==> src/design/sle_pkg.sv <==
// ----------------------------------------------------------------------------
// Serial line editor package
// Shared constants, request kind codes and the decoded item record that is
// handed from the request decoder to the response sequencer.
// ----------------------------------------------------------------------------
`default_nettype none

package sle_pkg;

   // Default line buffer size; the line holds one character fewer.
   localparam int BUFFER_DEPTH_DEF = 64;

   // Request kind codes.
   typedef logic [1:0] kind_type;
   localparam kind_type KIND_RX   = 2'd0;
   localparam kind_type KIND_TAKE = 2'd1;
   localparam kind_type KIND_READ = 2'd2;

   // Response kind codes.
   localparam logic RES_TX   = 1'b0;
   localparam logic RES_READ = 1'b1;

   // Terminal control characters.
   localparam logic [7:0] CH_CR  = 8'h0D;
   localparam logic [7:0] CH_LF  = 8'h0A;
   localparam logic [7:0] CH_BS  = 8'h08;
   localparam logic [7:0] CH_BEL = 8'h07;
   localparam logic [7:0] CH_SP  = 8'h20;
   localparam logic [7:0] CH_GT  = 8'h3E;

   // One decoded request: up to three transmit bytes, or one read answer.
   typedef struct packed {
      logic       is_read;
      logic       in_range;
      logic [1:0] last_idx;
      logic [7:0] tx0;
      logic [7:0] tx1;
      logic [7:0] tx2;
      logic [5:0] line_length;
      logic       line_ready;
   } item_type;

endpackage

`default_nettype wire

==> src/design/sle_req_if.sv <==
// ----------------------------------------------------------------------------
// Serial line editor request channel
// Valid/ready channel carrying one editor request.
// ----------------------------------------------------------------------------
`default_nettype none

interface sle_req_if;
   logic       valid;
   logic       ready;
   logic [1:0] kind;
   logic [7:0] rx_byte;
   logic [5:0] read_index;

   modport source (output valid, output kind, output rx_byte, output read_index,
                   input ready);
   modport sink (input valid, input kind, input rx_byte, input read_index,
                 output ready);
endinterface

`default_nettype wire

==> src/design/sle_rsp_if.sv <==
// ----------------------------------------------------------------------------
// Serial line editor response channel
// Valid/ready channel carrying one transmit byte or one read answer.
// ----------------------------------------------------------------------------
`default_nettype none

interface sle_rsp_if;
   logic       valid;
   logic       ready;
   logic       result_kind;
   logic [7:0] tx_byte;
   logic [7:0] read_char;
   logic [5:0] line_length;
   logic       line_ready;
   logic       last;

   modport source (output valid, output result_kind, output tx_byte, output read_char,
                   output line_length, output line_ready, output last, input ready);
   modport sink (input valid, input result_kind, input tx_byte, input read_char,
                 input line_length, input line_ready, input last, output ready);
endinterface

`default_nettype wire

==> src/design/serial_line_editor_echo_unit.sv <==
// ----------------------------------------------------------------------------
// Serial line editor with echo, top level
// Decodes requests, keeps the fill count and pending flag, owns the line
// store and feeds the response sequencer.
// ----------------------------------------------------------------------------
// Path: request -> sequencer holding stage -> registered output stage.
// Throughput: one response per cycle unless the response channel stalls;
//   one-response requests go back to back.
// Reset: synchronous, clears the fill count, pending flag and all valids;
//   the line store is not cleared and needs no clearing pass.
// ----------------------------------------------------------------------------
`default_nettype none

module serial_line_editor_echo_unit
   import sle_pkg::*;
#(
   parameter int BUFFER_DEPTH = BUFFER_DEPTH_DEF
) (
   input  wire logic clock,
   input  wire logic reset,
   sle_req_if.sink   req_ch,
   sle_rsp_if.source rsp_ch
);

   localparam int CW   = $clog2(BUFFER_DEPTH);
   localparam int CMPW = (CW > 6) ? CW : 6;
   localparam logic [CW-1:0] FILL_MAX = CW'(BUFFER_DEPTH - 1);

   logic [CW-1:0]   fill_ff, fill_in;
   logic            pending_ff, pending_in;
   logic [CMPW-1:0] fill_ext;
   logic [CMPW-1:0] idx_ext;
   logic            in_range;
   logic            store_req;
   logic            item_ok;
   logic            req_fire;
   logic            seq_ready;
   logic [7:0]      rd_data;
   item_type        item;

   assign req_ch.ready = seq_ready;
   assign req_fire     = req_ch.valid && req_ch.ready;

   // Read index check against the current line length.
   assign idx_ext  = CMPW'(req_ch.read_index);
   assign in_range = idx_ext < CMPW'(fill_ff);

   // Decode the request into responses and the next editor state.
   always_comb begin
      item       = '0;
      item_ok    = 1'b0;
      fill_in    = fill_ff;
      pending_in = pending_ff;
      store_req  = 1'b0;
      item.tx0   = req_ch.rx_byte;
      case (req_ch.kind)
         KIND_RX: begin
            if (!pending_ff) begin
               item_ok = 1'b1;
               if (req_ch.rx_byte == CH_CR) begin
                  item.tx1      = CH_CR;
                  item.tx2      = CH_LF;
                  item.last_idx = 2'd2;
                  pending_in    = 1'b1;
               end else if (req_ch.rx_byte == CH_BS) begin
                  if (fill_ff != '0) begin
                     fill_in       = fill_ff - CW'(1);
                     item.tx1      = CH_SP;
                     item.tx2      = CH_BS;
                     item.last_idx = 2'd2;
                  end else begin
                     item.tx1      = CH_BEL;
                     item.last_idx = 2'd1;
                  end
               end else if (fill_ff < FILL_MAX) begin
                  store_req     = 1'b1;
                  fill_in       = fill_ff + CW'(1);
                  item.last_idx = 2'd0;
               end else begin
                  item.tx1      = CH_BEL;
                  item.last_idx = 2'd1;
               end
            end
         end
         KIND_TAKE: begin
            if (pending_ff) begin
               item_ok       = 1'b1;
               fill_in       = '0;
               pending_in    = 1'b0;
               item.tx0      = CH_CR;
               item.tx1      = CH_GT;
               item.tx2      = CH_SP;
               item.last_idx = 2'd2;
            end
         end
         KIND_READ: begin
            item_ok       = 1'b1;
            item.is_read  = 1'b1;
            item.in_range = in_range;
            item.tx0      = 8'h00;
            item.last_idx = 2'd0;
         end
         default: begin
            item_ok = 1'b0;
         end
      endcase
      fill_ext         = CMPW'(fill_in);
      item.line_length = fill_ext[5:0];
      item.line_ready  = pending_in;
   end

   // Editor state registers, updated on each accepted request.
   always_ff @(posedge clock) begin
      if (reset) begin
         fill_ff    <= '0;
         pending_ff <= 1'b0;
      end else if (req_fire) begin
         fill_ff    <= fill_in;
         pending_ff <= pending_in;
      end
   end

   // Line store: write at the fill position, read at the requested index.
   sle_line_store #(
      .DEPTH (BUFFER_DEPTH - 1),
      .AW    (CW)
   ) u_store (
      .clock   (clock),
      .wr_en   (req_fire && store_req),
      .wr_addr (fill_ff),
      .wr_data (req_ch.rx_byte),
      .rd_en   (req_fire && (req_ch.kind == KIND_READ) && in_range),
      .rd_addr (idx_ext[CW-1:0]),
      .rd_data (rd_data)
   );

   // Response sequencer.
   sle_rsp_seq u_seq (
      .clock      (clock),
      .reset      (reset),
      .item_load  (req_fire && item_ok),
      .item       (item),
      .rd_data    (rd_data),
      .item_ready (seq_ready),
      .rsp_ch     (rsp_ch)
   );

   // The fill count never exceeds the line capacity.
   a_fill_bound: assert property (@(posedge clock) disable iff (reset)
      fill_ff <= FILL_MAX)
      else $error("fill count beyond line capacity");

   // While a command is pending only a take request may change the line.
   a_pending_hold: assert property (@(posedge clock) disable iff (reset)
      pending_ff && !(req_fire && req_ch.kind == KIND_TAKE) |=> $stable(fill_ff))
      else $error("line changed while command pending");

   // Taking a pending command clears the line and releases it.
   a_take_clears: assert property (@(posedge clock) disable iff (reset)
      req_fire && req_ch.kind == KIND_TAKE && pending_ff |=> fill_ff == '0 && !pending_ff)
      else $error("take did not clear the line");

endmodule

`default_nettype wire

==> src/design/sle_line_store.sv <==
// ----------------------------------------------------------------------------
// Serial line editor line store
// Single write port, single read port character memory with a
// registered read.
// ----------------------------------------------------------------------------
`default_nettype none

module sle_line_store
   import sle_pkg::*;
#(
   parameter int DEPTH = BUFFER_DEPTH_DEF - 1,
   parameter int AW    = $clog2(BUFFER_DEPTH_DEF)
) (
   input  wire logic          clock,
   input  wire logic          wr_en,
   input  wire logic [AW-1:0] wr_addr,
   input  wire logic [7:0]    wr_data,
   input  wire logic          rd_en,
   input  wire logic [AW-1:0] rd_addr,
   output logic      [7:0]    rd_data
);

   logic [7:0] store_ff [DEPTH];
   logic [7:0] rd_data_ff;

   // Write port.
   always_ff @(posedge clock) begin
      if (wr_en) begin
         store_ff[wr_addr] <= wr_data;
      end
   end

   // Registered read port; data holds until the next read.
   always_ff @(posedge clock) begin
      if (rd_en) begin
         rd_data_ff <= store_ff[rd_addr];
      end
   end

   assign rd_data = rd_data_ff;

endmodule

`default_nettype wire

==> src/design/sle_rsp_seq.sv <==
// ----------------------------------------------------------------------------
// Serial line editor response sequencer
// Holds one decoded request and plays out its responses one per cycle into
// a registered output stage while the response channel is not stalled.
// ----------------------------------------------------------------------------
`default_nettype none

module sle_rsp_seq
   import sle_pkg::*;
(
   input  wire logic       clock,
   input  wire logic       reset,
   input  wire logic       item_load,
   input  wire item_type   item,
   input  wire logic [7:0] rd_data,
   output logic            item_ready,
   sle_rsp_if.source       rsp_ch
);

   logic       a_valid_ff, a_valid_in;
   logic [1:0] a_idx_ff, a_idx_in;
   item_type   a_item_ff;

   logic       rsp_valid_ff, rsp_valid_in;
   logic       rsp_kind_ff;
   logic [7:0] rsp_tx_ff;
   logic [7:0] rsp_char_ff;
   logic [5:0] rsp_len_ff;
   logic       rsp_ready_ff;
   logic       rsp_last_ff;

   logic       out_load;
   logic       a_last;
   logic [7:0] tx_sel;

   // Move one response into the output stage when it is free or draining.
   assign out_load   = a_valid_ff && (!rsp_valid_ff || rsp_ch.ready);
   assign a_last     = (a_idx_ff == a_item_ff.last_idx);
   assign item_ready = !a_valid_ff || (out_load && a_last);

   // Pick the transmit byte for the current response.
   always_comb begin
      case (a_idx_ff)
         2'd0:    tx_sel = a_item_ff.tx0;
         2'd1:    tx_sel = a_item_ff.tx1;
         default: tx_sel = a_item_ff.tx2;
      endcase
   end

   // Next state of the holding stage.
   always_comb begin
      a_valid_in = a_valid_ff;
      a_idx_in   = a_idx_ff;
      if (item_load) begin
         a_valid_in = 1'b1;
         a_idx_in   = 2'd0;
      end else if (out_load) begin
         a_idx_in = a_idx_ff + 2'd1;
         if (a_last) begin
            a_valid_in = 1'b0;
         end
      end
   end

   // Next state of the output valid.
   always_comb begin
      rsp_valid_in = rsp_valid_ff;
      if (out_load) begin
         rsp_valid_in = 1'b1;
      end else if (rsp_ch.ready) begin
         rsp_valid_in = 1'b0;
      end
   end

   // Control registers.
   always_ff @(posedge clock) begin
      if (reset) begin
         a_valid_ff   <= 1'b0;
         a_idx_ff     <= 2'd0;
         rsp_valid_ff <= 1'b0;
      end else begin
         a_valid_ff   <= a_valid_in;
         a_idx_ff     <= a_idx_in;
         rsp_valid_ff <= rsp_valid_in;
      end
   end

   // Payload registers.
   always_ff @(posedge clock) begin
      if (item_load) begin
         a_item_ff <= item;
      end
      if (out_load) begin
         rsp_len_ff   <= a_item_ff.line_length;
         rsp_ready_ff <= a_item_ff.line_ready;
         rsp_last_ff  <= a_last;
         if (a_item_ff.is_read) begin
            rsp_kind_ff <= RES_READ;
            rsp_tx_ff   <= 8'h00;
            rsp_char_ff <= a_item_ff.in_range ? rd_data : 8'h00;
         end else begin
            rsp_kind_ff <= RES_TX;
            rsp_tx_ff   <= tx_sel;
            rsp_char_ff <= 8'h00;
         end
      end
   end

   assign rsp_ch.valid       = rsp_valid_ff;
   assign rsp_ch.result_kind = rsp_kind_ff;
   assign rsp_ch.tx_byte     = rsp_tx_ff;
   assign rsp_ch.read_char   = rsp_char_ff;
   assign rsp_ch.line_length = rsp_len_ff;
   assign rsp_ch.line_ready  = rsp_ready_ff;
   assign rsp_ch.last        = rsp_last_ff;

   // The response index never runs past the last response of the request.
   a_idx_bound: assert property (@(posedge clock) disable iff (reset)
      a_valid_ff |-> a_idx_ff <= a_item_ff.last_idx)
      else $error("response index past last response");

   // A read request produces exactly one response.
   a_read_single: assert property (@(posedge clock) disable iff (reset)
      a_valid_ff && a_item_ff.is_read |-> a_item_ff.last_idx == 2'd0)
      else $error("read request with more than one response");

   // A new request is only taken when the held one is done or finishing.
   a_no_overrun: assert property (@(posedge clock) disable iff (reset)
      item_load && a_valid_ff |-> out_load && a_last)
      else $error("held request overwritten");

endmodule

`default_nettype wire
==> src/flat_wrapper.sv <==
// flat-port wrapper written by rule: the top's interface ports become plain ports
module serial_line_editor_echo_unit_flat import sle_pkg::*;
#(
   parameter int BUFFER_DEPTH = BUFFER_DEPTH_DEF
)
  (clock, reset, req_ch_valid, req_ch_kind, req_ch_rx_byte, req_ch_read_index, req_ch_ready, rsp_ch_valid, rsp_ch_result_kind, rsp_ch_tx_byte, rsp_ch_read_char, rsp_ch_line_length, rsp_ch_line_ready, rsp_ch_last, rsp_ch_ready);
  sle_req_if req_ch_i ();
  sle_rsp_if rsp_ch_i ();
  input  wire logic clock;
  input  wire logic reset;
  input wire logic [$bits(req_ch_i.valid)-1:0] req_ch_valid;
  input wire logic [$bits(req_ch_i.kind)-1:0] req_ch_kind;
  input wire logic [$bits(req_ch_i.rx_byte)-1:0] req_ch_rx_byte;
  input wire logic [$bits(req_ch_i.read_index)-1:0] req_ch_read_index;
  output wire logic [$bits(req_ch_i.ready)-1:0] req_ch_ready;
  output wire logic [$bits(rsp_ch_i.valid)-1:0] rsp_ch_valid;
  output wire logic [$bits(rsp_ch_i.result_kind)-1:0] rsp_ch_result_kind;
  output wire logic [$bits(rsp_ch_i.tx_byte)-1:0] rsp_ch_tx_byte;
  output wire logic [$bits(rsp_ch_i.read_char)-1:0] rsp_ch_read_char;
  output wire logic [$bits(rsp_ch_i.line_length)-1:0] rsp_ch_line_length;
  output wire logic [$bits(rsp_ch_i.line_ready)-1:0] rsp_ch_line_ready;
  output wire logic [$bits(rsp_ch_i.last)-1:0] rsp_ch_last;
  input wire logic [$bits(rsp_ch_i.ready)-1:0] rsp_ch_ready;
  assign req_ch_i.valid = req_ch_valid;
  assign req_ch_i.kind = req_ch_kind;
  assign req_ch_i.rx_byte = req_ch_rx_byte;
  assign req_ch_i.read_index = req_ch_read_index;
  assign req_ch_ready = req_ch_i.ready;
  assign rsp_ch_valid = rsp_ch_i.valid;
  assign rsp_ch_result_kind = rsp_ch_i.result_kind;
  assign rsp_ch_tx_byte = rsp_ch_i.tx_byte;
  assign rsp_ch_read_char = rsp_ch_i.read_char;
  assign rsp_ch_line_length = rsp_ch_i.line_length;
  assign rsp_ch_line_ready = rsp_ch_i.line_ready;
  assign rsp_ch_last = rsp_ch_i.last;
  assign rsp_ch_i.ready = rsp_ch_ready;
  serial_line_editor_echo_unit #(.BUFFER_DEPTH(BUFFER_DEPTH)) u_core (.clock(clock), .reset(reset), .req_ch(req_ch_i), .rsp_ch(rsp_ch_i));
endmodule
==> config.mk <==
export PLATFORM = sky130hd
export DESIGN_NAME = serial_line_editor_echo_unit_flat
export DESIGN_NICKNAME = d
export VERILOG_FILES = /design/src/design/sle_pkg.sv /design/src/design/sle_req_if.sv /design/src/design/sle_rsp_if.sv /design/src/design/serial_line_editor_echo_unit.sv /design/src/design/sle_line_store.sv /design/src/design/sle_rsp_seq.sv /design/src/flat_wrapper.sv
export SDC_FILE = /design/constraint.sdc
export NUM_CORES = 1
export LEC_CHECK = 0
export BUFFER_PORTS_ARGS = -buffer_cell sky130_fd_sc_hd__buf_2
export CAP_MARGIN = 20
export CORE_MARGIN = 2
export CORE_UTILIZATION = 56
export CTS_CLUSTER_SIZE = 24
export DETAILED_ROUTE_END_ITERATION = 12
export PLACE_DENSITY = 0.8
export REMOVE_ABC_BUFFERS = 1
export SYNTH_ARGS = -nofsm -noshare
export SYNTH_HDL_FRONTEND = slang
export SYNTH_HIERARCHICAL = 1
export SYNTH_SLANG_ARGS = --single-unit
export TNS_END_PERCENT = 1
==> constraint.sdc <==
create_clock -name clock -period 5.7 [get_ports clock]
set_input_delay 1.14 -clock clock [delete_from_list [all_inputs] [get_ports clock]]
set_output_delay 1.14 -clock clock [all_outputs]
set_load 0.01 [all_outputs]
==> summary.txt <==
Outcome = completed
Area of the core = 41100 um2
Clk_lat worst skew = 0.61 ns
P_leak = 8.28 nW
Register area = 17400 um2
Ys async rst share = 0%
Peak VDD IR = 0.000226 V
Slew HR = 32.8%
CTS resizes = 0
Setup TNS = 0 ns
HP Start = u_core/u_seq/a_item_ff[3]$_DFFE_PP_
Worst-case reg-to-reg path depth = 6
Sequential element share of the synthesized area = 74.2%
Synth Area in Compound Gates = 5.11%
Tot GR Track Use = 24.7%
Yosys Warn Count = 6
Final HPWL DP = 32100 um
Clk pwr share = 41.1%
HP Class = flop to flop
CP arrival = 4.62 ns
Clock Skews = 0.0244 ns
Hold buffers post-CTS = 0
Routed wire length = 53400 um
Drt drc = 0
Startpoint type of the worst setup path = input port
Share of cells above drive strength 1 = 21.1%
DRT Pass-1 Iters = 7
RSZ-0062 raised after global routing = false
Clock Tree Buf Depth = 3
Total gr overflow = 0
Post-CTS setup buffers = 0
Yosys cell types = 74
Routed via count = 12800
Post-Synth XOR/XNOR Area = 0.149%
Worst R2R End = u_core/u_store/store_ff[26][2]$_DFFE_PP_
Hold endpoint = u_core/u_seq/rsp_ch.line_length[2]$_DFFE_PP_
Total of max-cap violations = 0
Synth area leaders = edfxtp_1 73%, mux4_2 11%, nor2_1 1.5%
PortBufs = 46
Pre-CTS setup slack = 0.870 ns
P_int = 6.95 mW
Commonest non-fill, non-tap cell in the layout = edfxtp_1
Final Core Density = 63.3%
Synth area leader = edfxtp_1
Comb pwr share = 5.0%
FILL cells = 2706
Max Clock Freq = 228 MHz
Clock sink count = 583
Root buffer cell = clkbuf_16
Max-slew violations = 0
Slew of the pin with the lowest slew margin = 1.01 ns
Synth Area in Adders = 0.694%
Reg power frac = 53.9%
Post-route ant nets = 0
Starting Density = 57.0%
Layout net count = 1365
NetSw = 1.84 mW
Slack of the worst reg-to-reg path = 1.36 ns
Top cell type's share of synthesized area = 73.3%
Main synth FF type = edfxtp_1
Io pins = 47
Seq cells post-synth = 583
CTS tree = yes
GP Congestion = 0.913
Die width = 209 um
Initial antenna violation count = 1
P per Cell Area = 338 nW/um2
CP required = 5.94 ns
Starting DRT DRC Count = 1966
Final Instance Count excl. Fillers = 1908
Period utilisation layout = 76.9%
R2r startpoint = u_core/fill_ff[0]$_SDFFE_PP0P_
Placed cell count = 1805
Die H = 209 um
Commonest non-fill, non-tap cells in the layout = 572 x edfxtp_1, 115 x mux4_2, 94 x nor2_1
DR vias/cell = 6.71
Worst-case hold slack = 0.414 ns
Worst-path maximum fanout = 15
First-pass GRT wire length = 79200 um
Mapped cell area = 23400 um2
Post-synth EDFFs = 572
Period minus WS final = 4.39 ns
Largest family of logic cells by synthesized area = multiplexers
Multiplexer area fraction after synthesis = 12.6%
Largest net degree at the start of global routing = 77
Number of global-route vias before repair = 12500
Hold Violations, Final = 0
Post-synthesis instance total = 1268
DR WL/cell = 28.0 um
Final WS setup = 1.31 ns
Area grow syn2layout = 11.0%
Setup CP Type = input port to flop
Floorplan row count = 74
Area fraction in and, or, nand and nor cells after synthesis = 5.54%
Setup violations, final = 0
Ant. Diodes = 0
H-tree Lvls = 2
Avg Inst Size Synth = 18.5 um2
Area of the multi-input gates = 5680 um2
Clock Pin Slew Worst Setup and Hold Paths = 0.06 ns
TritonCTS Buffers = 55
Switch share = 20.9%
Full die area = 43500 um2
Hold path cells = 0
CP endpoint kind = flop
-- registers in the layout (all words and copies together) (netlist names) --
name,cells
u_core/u_seq/a_valid_ff,1
u_core/u_seq/a_idx_ff,2
u_core/u_seq/a_item_ff,35
u_core/fill_ff,6
u_core/pending_ff,1
u_core/u_seq/rsp_ch.valid,1
u_core/u_store/store_ff,504
u_core/u_seq/rsp_ch.read_char,8
u_core/u_seq/rsp_ch.tx_byte,8
u_core/u_store/rd_data,8
u_core/u_seq/rsp_ch.result_kind,1
u_core/u_seq/rsp_ch.line_ready,1
u_core/u_seq/rsp_ch.line_length,6
u_core/u_seq/rsp_ch.last,1
-- power groups by stage --
stage                     clock network, mW  logic, mW  registers (mW)
after floorplan                           0      0.193            4.83
after global placement                    0      0.416            4.83
after detailed placement                  0      0.424            4.83
after CTS                              3.66      0.430            4.74
after global routing                   3.81      0.461            4.74
final                                  3.62      0.436            4.74
-- cell families (layout without fill, tap and decap cells) --
family                   count (synthesis)  in the layout
multiplexers                           150            150
flip-flops                             583            583
adder cells (fa/ha/maj)                 13             13
XOR/XNOR                                 4              4
AND/OR/NAND/NOR                        267            267
AO/OA/AOI/OAI                          168            168
buffers and inverters                   82            184
other                                    1              7
-- synth_stat cells (all sizes together), types with 3 or more instances --
| library cell | instances |
|---|---|
| a22oi | 22 |
| a22o | 12 |
| nor3 | 11 |
| o21ai | 32 |
| and3 | 12 |
| o311ai | 6 |
| nand4 | 3 |
| o211ai | 7 |
| mux2 | 7 |
| a21oi | 31 |
| a31oi | 7 |
| nor4 | 5 |
| a221oi | 6 |
| nand3b | 6 |
| xor2 | 3 |
| o31ai | 3 |
| or2 | 6 |
| o221a | 4 |
| nand3 | 27 |
| buf | 26 |
| ha | 13 |
| dfxtp | 11 |
| clkbuf | 40 |
| nand2b | 11 |
| nor2 | 96 |
| mux2i | 28 |
| inv | 16 |
| mux4 | 115 |
| o22ai | 7 |
| and2 | 9 |
| nand2 | 53 |
| a211oi | 9 |
| nor2b | 16 |
| edfxtp | 572 |
-- worst max-delay path: stages --
cell	delay, ns
buf_2	0.08
and2b_1	0.22
o31ai_1	0.40
nand2_1	0.09
buf_4	0.21
nor4_1	0.73
nand3_1	0.86
nor2_1	0.88
-- worst max path at each step --
stage | from | endpoint | slack (ns) | depth (start not counted)
floorplan | rsp_ch_ready | u_core/u_seq/a_valid_ff$_SDFFE_PP0P_ | 0.07 | 6
global placement | req_ch_kind[0] | u_core/u_store/store_ff[43][1]$_DFFE_PP_ | 1.0 | 8
detailed placement | rsp_ch_ready | u_core/u_store/store_ff[35][7]$_DFFE_PP_ | 0.87 | 9
CTS | rsp_ch_ready | u_core/u_store/store_ff[35][6]$_DFFE_PP_ | 1.49 | 9
global route | req_ch_kind[1] | u_core/u_store/store_ff[7][0]$_DFFE_PP_ | 1.16 | 8
finish | rsp_ch_ready | u_core/u_store/store_ff[26][2]$_DFFE_PP_ | 1.31 | 8
-- layout make-up --
type                            instances  area share (%)
Clock buffer                           67            5.54
Clock inverter                         34            1.31
Inverter                               16           0.231
Multi-Input combinational cell        609            21.8
Sequential cell                       583            66.8
Tap cell                              532            2.56
Timing Repair Buffer                   67            1.67
-- through the flow --
step	total power [mW]	instance area, um2
4_1_cts	8.83	26000
6_report	8.79	26000
3_3_place_gp	5.25	24200
3_5_place_dp	5.25	24200
2_1_floorplan	5.03	23100
5_1_grt	9.01	26000
-- per-layer routing --
metal | vias to the layer above | GRT usage [%] | wire [um]
li1 | 5279 | - | -
met1 | 6522 | 34.2 | 20300
met2 | 867 | 38.6 | 25200
met3 | 128 | 5.20 | 5680
met4 | 0 | 11.0 | 2300
met5 | - | 0 | 0
(Power assumes the default switching activity.)
